--- src/rtl/core/modbus_read_response_parser_core_macros.svh ---
// assertion macros shared by the parser rtl
`ifndef MODBUS_READ_RESPONSE_PARSER_CORE_MACROS_SVH
`define MODBUS_READ_RESPONSE_PARSER_CORE_MACROS_SVH

// same-cycle implication, checked out of reset
`define MRP_ASSERT_NOW(label, clk, rst_n, ante, cons, msg) \
    label: assert property (@(posedge clk) disable iff (!(rst_n)) (ante) |-> (cons)) \
        else $error(msg);

// next-cycle implication, checked out of reset
`define MRP_ASSERT_NEXT(label, clk, rst_n, ante, cons, msg) \
    label: assert property (@(posedge clk) disable iff (!(rst_n)) (ante) |=> (cons)) \
        else $error(msg);

`endif

--- src/rtl/core/mrp_pkg.sv ---
// ----------------------------------------------------------------------------
// mrp_pkg
// Types, constants and helper functions of the Modbus read response parser.
// ----------------------------------------------------------------------------
package mrp_pkg;

    localparam logic [7:0]  FUNC_READ    = 8'd3;
    localparam logic [7:0]  BYTE_COUNT   = 8'd4;
    localparam logic [15:0] CRC_INIT     = 16'hFFFF;
    localparam logic [15:0] CRC_POLY     = 16'hA001;
    // ceil(2^19 / 10), exact quotient for every 16-bit dividend
    localparam logic [15:0] DIV10_RECIP  = 16'd52429;

    localparam logic [7:0] TURRET_ID_RST = 8'd1;
    localparam logic [7:0] LEFT_ID_RST   = 8'd100;
    localparam logic [7:0] RIGHT_ID_RST  = 8'd101;

    // configuration register indexes
    localparam logic [1:0] REG_TURRET_ID = 2'd0;
    localparam logic [1:0] REG_LEFT_ID   = 2'd1;
    localparam logic [1:0] REG_RIGHT_ID  = 2'd2;

    typedef logic [1:0] t_source;
    localparam t_source SRC_TURRET = 2'd0;
    localparam t_source SRC_LEFT   = 2'd1;
    localparam t_source SRC_RIGHT  = 2'd2;

    typedef struct packed {
        logic [15:0] second_value;
        logic [15:0] first_value;
        t_source     source;
    } t_result;

    // one byte of crc-16/modbus, lsb first
    function automatic logic [15:0] crc_feed(input logic [15:0] crc_in, input logic [7:0] b);
        logic [15:0] c;
        c = crc_in ^ {8'd0, b};
        for (int k = 0; k < 8; k++) begin
            if (c[0]) begin
                c = (c >> 1) ^ CRC_POLY;
            end else begin
                c = c >> 1;
            end
        end
        return c;
    endfunction

    function automatic logic [15:0] div10(input logic [15:0] x);
        logic [31:0] p;
        p = x * DIV10_RECIP;
        return {3'd0, p[31:19]};
    endfunction

endpackage

--- src/rtl/core/modbus_read_response_parser_core.sv ---
// ----------------------------------------------------------------------------
// modbus_read_response_parser_core
// Hunts a received byte stream for 9-byte Modbus RTU read holding register
// responses and emits the source and two 16-bit values of each good frame.
// ----------------------------------------------------------------------------
// Takes one received byte per cycle on the slave stream and gives one result
// item per good frame on the master stream. Each byte is handled as it is taken:
// id matching, frame position and the byte-wise crc update sit between
// the frame state registers, and the divide-by-ten for the turret is a
// reciprocal multiply done when the crc low byte arrives, so the result
// register is loaded on the crc high byte. A byte is taken whenever the result
// register is empty or being drained in the same cycle; a stalled master side
// stops input only while a result is waiting. Bad crc frames give no item.
`include "modbus_read_response_parser_core_macros.svh"

module modbus_read_response_parser_core (
    input  logic        i_clk,
    input  logic        i_rst_n,
    // configuration
    input  logic        i_cfg_we,
    input  logic [1:0]  i_cfg_index,
    input  logic [7:0]  i_cfg_data,
    // received bytes
    input  logic        s_axis_tvalid,
    output logic        s_axis_tready,
    input  logic [7:0]  s_axis_tdata,   // [7:0] rx_byte
    // results
    output logic        m_axis_tvalid,
    input  logic        m_axis_tready,
    output logic [39:0] m_axis_tdata    // [1:0] source, [17:2] first_value,
                                        // [33:18] second_value, [39:34] zero
);

    localparam logic [3:0] POS_ID     = 4'd0;
    localparam logic [3:0] POS_FUNC   = 4'd1;
    localparam logic [3:0] POS_COUNT  = 4'd2;
    localparam logic [3:0] POS_DATA0  = 4'd3;
    localparam logic [3:0] POS_DATA1  = 4'd4;
    localparam logic [3:0] POS_DATA2  = 4'd5;
    localparam logic [3:0] POS_DATA3  = 4'd6;
    localparam logic [3:0] POS_CRC_LO = 4'd7;
    localparam logic [3:0] POS_CRC_HI = 4'd8;

    logic [7:0]  r_turret_id, r_left_id, r_right_id;
    logic [3:0]  r_pos, n_pos;
    mrp_pkg::t_source r_src, n_src;
    logic [15:0] r_crc, n_crc;
    logic [7:0]  r_data0, r_data1, r_data2, r_data3;
    logic [7:0]  r_crc_lo;
    logic [15:0] r_val1, r_val2;
    logic        r_out_valid;
    mrp_pkg::t_result r_out;

    logic        in_fire;
    logic        id_hit;
    logic        frame_good;
    logic [7:0]  rx;
    logic [15:0] raw1, raw2;

    assign rx            = s_axis_tdata;
    assign s_axis_tready = !r_out_valid || m_axis_tready;
    assign in_fire       = s_axis_tvalid && s_axis_tready;
    assign raw1          = {r_data0, r_data1};
    assign raw2          = {r_data2, r_data3};
    assign frame_good    = (r_pos == POS_CRC_HI) && ({rx, r_crc_lo} == r_crc);

    // configuration registers
    always_ff @(posedge i_clk) begin
        if (!i_rst_n) begin
            r_turret_id <= mrp_pkg::TURRET_ID_RST;
            r_left_id   <= mrp_pkg::LEFT_ID_RST;
            r_right_id  <= mrp_pkg::RIGHT_ID_RST;
        end else if (i_cfg_we) begin
            unique case (i_cfg_index)
                mrp_pkg::REG_TURRET_ID: r_turret_id <= i_cfg_data;
                mrp_pkg::REG_LEFT_ID:   r_left_id   <= i_cfg_data;
                mrp_pkg::REG_RIGHT_ID:  r_right_id  <= i_cfg_data;
                default: ;
            endcase
        end
    end

    // frame position, source and crc
    always_comb begin
        n_pos  = r_pos;
        n_src  = r_src;
        n_crc  = r_crc;
        id_hit = 1'b1;
        unique case (r_pos)
            POS_ID: begin
                // turret wins over left, left over right
                priority if (rx == r_turret_id) begin
                    n_src = mrp_pkg::SRC_TURRET;
                end else if (rx == r_left_id) begin
                    n_src = mrp_pkg::SRC_LEFT;
                end else if (rx == r_right_id) begin
                    n_src = mrp_pkg::SRC_RIGHT;
                end else begin
                    id_hit = 1'b0;
                end
                if (id_hit) begin
                    n_crc = mrp_pkg::crc_feed(mrp_pkg::CRC_INIT, rx);
                    n_pos = POS_FUNC;
                end
            end
            POS_FUNC: begin
                // wrong byte is skipped, position holds
                if (rx == mrp_pkg::FUNC_READ) begin
                    n_crc = mrp_pkg::crc_feed(r_crc, rx);
                    n_pos = POS_COUNT;
                end
            end
            POS_COUNT: begin
                if (rx == mrp_pkg::BYTE_COUNT) begin
                    n_crc = mrp_pkg::crc_feed(r_crc, rx);
                    n_pos = POS_DATA0;
                end
            end
            POS_DATA0, POS_DATA1, POS_DATA2, POS_DATA3: begin
                n_crc = mrp_pkg::crc_feed(r_crc, rx);
                n_pos = r_pos + 4'd1;
            end
            POS_CRC_LO: begin
                n_pos = POS_CRC_HI;
            end
            default: begin
                n_pos = POS_ID;
                n_crc = mrp_pkg::CRC_INIT;
            end
        endcase
    end

    always_ff @(posedge i_clk) begin
        if (!i_rst_n) begin
            r_pos <= POS_ID;
            r_src <= mrp_pkg::SRC_TURRET;
            r_crc <= mrp_pkg::CRC_INIT;
        end else if (in_fire) begin
            r_pos <= n_pos;
            r_src <= n_src;
            r_crc <= n_crc;
        end
    end

    // payload: data bytes, crc low byte, scaled values
    always_ff @(posedge i_clk) begin
        if (in_fire) begin
            unique case (r_pos)
                POS_DATA0: r_data0 <= rx;
                POS_DATA1: r_data1 <= rx;
                POS_DATA2: r_data2 <= rx;
                POS_DATA3: r_data3 <= rx;
                POS_CRC_LO: begin
                    r_crc_lo <= rx;
                    // data is complete here, scale ahead of the crc check
                    if (r_src == mrp_pkg::SRC_TURRET) begin
                        r_val1 <= mrp_pkg::div10(raw1);
                        r_val2 <= mrp_pkg::div10(raw2);
                    end else begin
                        r_val1 <= raw1;
                        r_val2 <= raw2;
                    end
                end
                default: ;
            endcase
        end
    end

    // result register
    always_ff @(posedge i_clk) begin
        if (!i_rst_n) begin
            r_out_valid <= 1'b0;
        end else if (in_fire && frame_good) begin
            r_out_valid <= 1'b1;
        end else if (m_axis_tready) begin
            r_out_valid <= 1'b0;
        end
    end

    always_ff @(posedge i_clk) begin
        if (in_fire && frame_good) begin
            r_out.source       <= r_src;
            r_out.first_value  <= r_val1;
            r_out.second_value <= r_val2;
        end
    end

    assign m_axis_tvalid = r_out_valid;
    assign m_axis_tdata  = {6'd0, r_out};

    `MRP_ASSERT_NOW(a_pos_range, i_clk, i_rst_n, 1'b1, r_pos <= POS_CRC_HI,
        "frame position out of range")
    `MRP_ASSERT_NOW(a_src_legal, i_clk, i_rst_n, r_out_valid,
        r_out.source != 2'd3, "illegal source code in result")
    `MRP_ASSERT_NEXT(a_restart, i_clk, i_rst_n, in_fire && r_pos == POS_CRC_HI,
        r_pos == POS_ID && r_crc == mrp_pkg::CRC_INIT, "frame not restarted")
    `MRP_ASSERT_NOW(a_result_src, i_clk, i_rst_n, $rose(r_out_valid),
        $past(in_fire) && $past(r_pos) == POS_CRC_HI, "result without frame end")

endmodule
--- config.mk ---
export PLATFORM = sky130hd
export DESIGN_NAME = modbus_read_response_parser_core
export DESIGN_NICKNAME = d
export VERILOG_FILES = /design/src/rtl/core/mrp_pkg.sv /design/src/rtl/core/modbus_read_response_parser_core.sv
export VERILOG_INCLUDE_DIRS = /design/src /design/src/rtl/core
export SDC_FILE = /design/constraint.sdc
export NUM_CORES = 1
export LEC_CHECK = 0
export ABC_AREA = 1
export BUFFER_PORTS_ARGS = -buffer_cell sky130_fd_sc_hd__buf_2
export CAP_MARGIN = 10
export CORE_ASPECT_RATIO = 1.75
export CORE_UTILIZATION = 60
export DETAILED_ROUTE_END_ITERATION = 8
export GPL_ROUTABILITY_DRIVEN = 1
export GPL_TIMING_DRIVEN = 1
export PLACE_DENSITY_LB_ADDON = 0.1
export SETUP_SLACK_MARGIN = 0.1
export SYNTH_ARGS = -nofsm -noshare
export SYNTH_HDL_FRONTEND = slang
export SYNTH_SLANG_ARGS = --single-unit
--- constraint.sdc ---
create_clock -name i_clk -period 11.1 [get_ports i_clk]
set_clock_uncertainty 0.05 [all_clocks]
set_input_delay 0.555 -clock i_clk [delete_from_list [all_inputs] [get_ports i_clk]]
set_output_delay 0.555 -clock i_clk [all_outputs]
set_load 0.02 [all_outputs]
==> flow_summary.ini <==
[layout]
layout-drive-gt1-share_pct = 7.37
ff_latch_area_um2 = 4120
syn2layout_area_growth_pct = 7.32
insertedDiodeCount = 0
multi_input_area_um2 = 10900
final_common_cell = inv_1
fin_nets = 2368
most-common-layout-cells = inv_1, nand2_1, ha_1
design_area_um2 = 17900
fillerInstances = 2371

[die]
core_area_um2 = 27200
die_w_um = 128
rows = 80
io_pins = 65
die-area_um2 = 28400
die_h_um = 222
initial_utilization_pct = 61.2

[clock_network]
clockRootBuffer = clkbuf_16
cts_hold_buf = 0
cts_tree = done
post_cts_resized = 0
post-cts-setup-buffers = 0
clk_pin_slew_ns = 0.06
cts_buffers = 17
cts_htree_levels = 4
cts_max_path_buffers = 2
clock-sinks = 153
clock_latency_ns = 0.45

[setup_path]
max_stage_delay_ns = 0.65
cp_num_buf_inv = 5
worstSetupPathType = flip-flop to flip-flop
slowest_stage = fa_1
worstSetupEndpointType = flip-flop
cp.required_ns = 11.23
critPathTopFamily = adder cells
cp.arrival_ns = 6.05
crit_chain = ha_1, inv_1, fa_1, inv_1, fa_1, fa_1, fa_1, inv_1, fa_1, inv_1, ha_1, a21oi_1, o21ai_0, a21oi_1, inv_1, a21oi_1, o21ai_0, or2_2, nand3_1, o21ai_0
path_max_fanout = 6
cp-start-kind = flip-flop

[global_routing]
grt_pass1_vias = 13600
overflow = 0
track_usage_pct = 35.4
grt_pass1_wl_um = 73200
grt_start_max_net_pins = 41
antenna_found_initial = 0

[placement]
portBuffers = 58
place_area_um2 = 17300
routabilityCongestion = 1.01
pre_cts_slack_ns = 5.28
dp_hpwl_um = 38900

[synth]
synth_mux_area_share_pct = 0
synth_cells = 1855
avgSynthCellArea_um2 = 8.98
synthAdderAreaFrac_pct = 39.4
synth_top_family_by_area = adder cells
synth_compound_area_share_pct = 7.79
seq_area_frac_synth_pct = 24.8
syn_area_um2 = 16700
synth_largest_area_cell = ha_1
yosys.area_share.simple_pct = 14.6
ys_ff_latch = 153
synthFlopType = edfxtp_1
synthTopCellsByArea = ha_1, edfxtp_1, fa_1
ys_types = 51
yosys_warnings = 0
synth-async-reset-ratio_pct = 0
yosys.area.top_type_share_pct = 20.4
synth_edf_count = 106
synth_xor_area_share_pct = 3.16

[timing]
setup_tns_ns = 0
hold_slack_ns = 0.316
postLayoutSetupSlackWorst_ns = 5.18
finalSetupViolCount = 0
tightest_slew_ns = 0.889
slew_headroom_pct = 40.7
maxSlewViolCount = 0
fmax_ghz = 0.169
final_hold_viol_count = 0
min_period_ns = 5.92
rsz0062_at_grt = no
timing.final.crit_share_pct = 53.3

[drt]
ant_nets = 0
drt_iter0_drc = 606
drt-wirelength-per-cell_um = 20.4
via_per_inst = 5.58
drc_errors = 0
routed_wl_um = 46900
dr.pass1.iters = 5
vias = 12800

[status]
status = finished clean

[power_and_ir_drop]
peakVddDrop_mv = 0.134
p_leak_nw = 8.94
power_mw = 2.85
p_per_area_nw_per_um2 = 160

[hold_path]
hold_class = input pin to flip-flop

[job]
drv_cap = 0
[layer usage]
metal,wire length (µm),vias to the layer above,global-route usage (%)
met2,25100,344,65.7
met3,1500,207,5.01
li1,-,6093,-
met1,16000,6163,34.0
met5,0,-,0
met4,4280,0,28.7
[Yosys cell counts, types with 5 or more instances]
master / n
a21o_1: 12
a21oi_1: 77
a31oi_1: 15
buf_4: 8
buf_6: 6
clkbuf_1: 10
dfxtp_1: 47
edfxtp_1: 106
fa_1: 158
ha_1: 272
inv_1: 395
nand2_1: 273
nand2_2: 9
nand3_1: 62
nand3b_1: 9
nand4_1: 19
nor2_1: 135
nor3_1: 13
nor4_1: 7
o211ai_1: 5
o211ai_2: 5
o21ai_0: 85
o21ai_1: 6
or2_2: 17
xnor2_1: 37
xor2_1: 23
[sequential cells by signal, indices dropped and copies added (netlist names), 16 cells and up]
| name | flops |
|---|---|
| r_val2 | 16 |
| m_axis_tdata | 34 |
| r_crc | 16 |
| r_val1 | 16 |
[final timing paths]
path                       startpoint                          to  slack (ns)  depth (start not counted)
max              r_data3[6]$_DFFE_PP_         r_val2[8]$_DFFE_PP_        5.18                         20
min                     i_cfg_data[2]   r_left_id[2]$_SDFFE_PN1P_        0.32                          3
max reg2reg      r_data3[6]$_DFFE_PP_         r_val2[8]$_DFFE_PP_        5.18                         20
min reg2reg  r_val2[13]$_SDFFCE_PN0P_  m_axis_tdata[31]$_DFFE_PP_        0.36                          0
[logic make-up (layout without fill, tap and decap cells)]
group / count (synthesis) / count (layout)
simple gates: 559 / 559
flops: 153 / 153
other cells: 1 / 6
compound gates: 224 / 224
buf+inv: 428 / 496
xor+xnor: 60 / 60
fa+ha+maj: 430 / 430
[report_power, final]
part / total (mW) / internal, mW / leakage (nW) / switching (mW)
sequential: 0.690 / 0.661 / 1.35 / 0.0295
combinational: 1.59 / 0.557 / 7.30 / 1.03
clock: 0.579 / 0.345 / 0.290 / 0.234
total: 2.85 / 1.56 / 8.94 / 1.29
[worst min-delay path: cells and delay by family]
| family | cells | cell delay [ns] |
|---|---|---|
| AND/OR/NAND/NOR | 2 | 0.11 |
| buffers and inverters | 1 | 0.11 |
[through the flow]
step / utilization, % / cells
detailed placement: 63.4 / 2264
CTS: 65.6 / 2296
global placement: 63.4 / 2264
global route: 65.6 / 2297
floorplan: - / 1860
finish: 65.6 / 2297
[cell type report]
cell class	instances	share of cell area, %
Clock buffer	28	3.14
Tap cell	369	2.58
Sequential cell	153	23.1
Timing Repair Buffer	63	1.83
Clock inverter	4	0.154
Multi-Input combinational cell	1279	60.7
Inverter	401	8.48
Power figures use the tool's default switching activity.
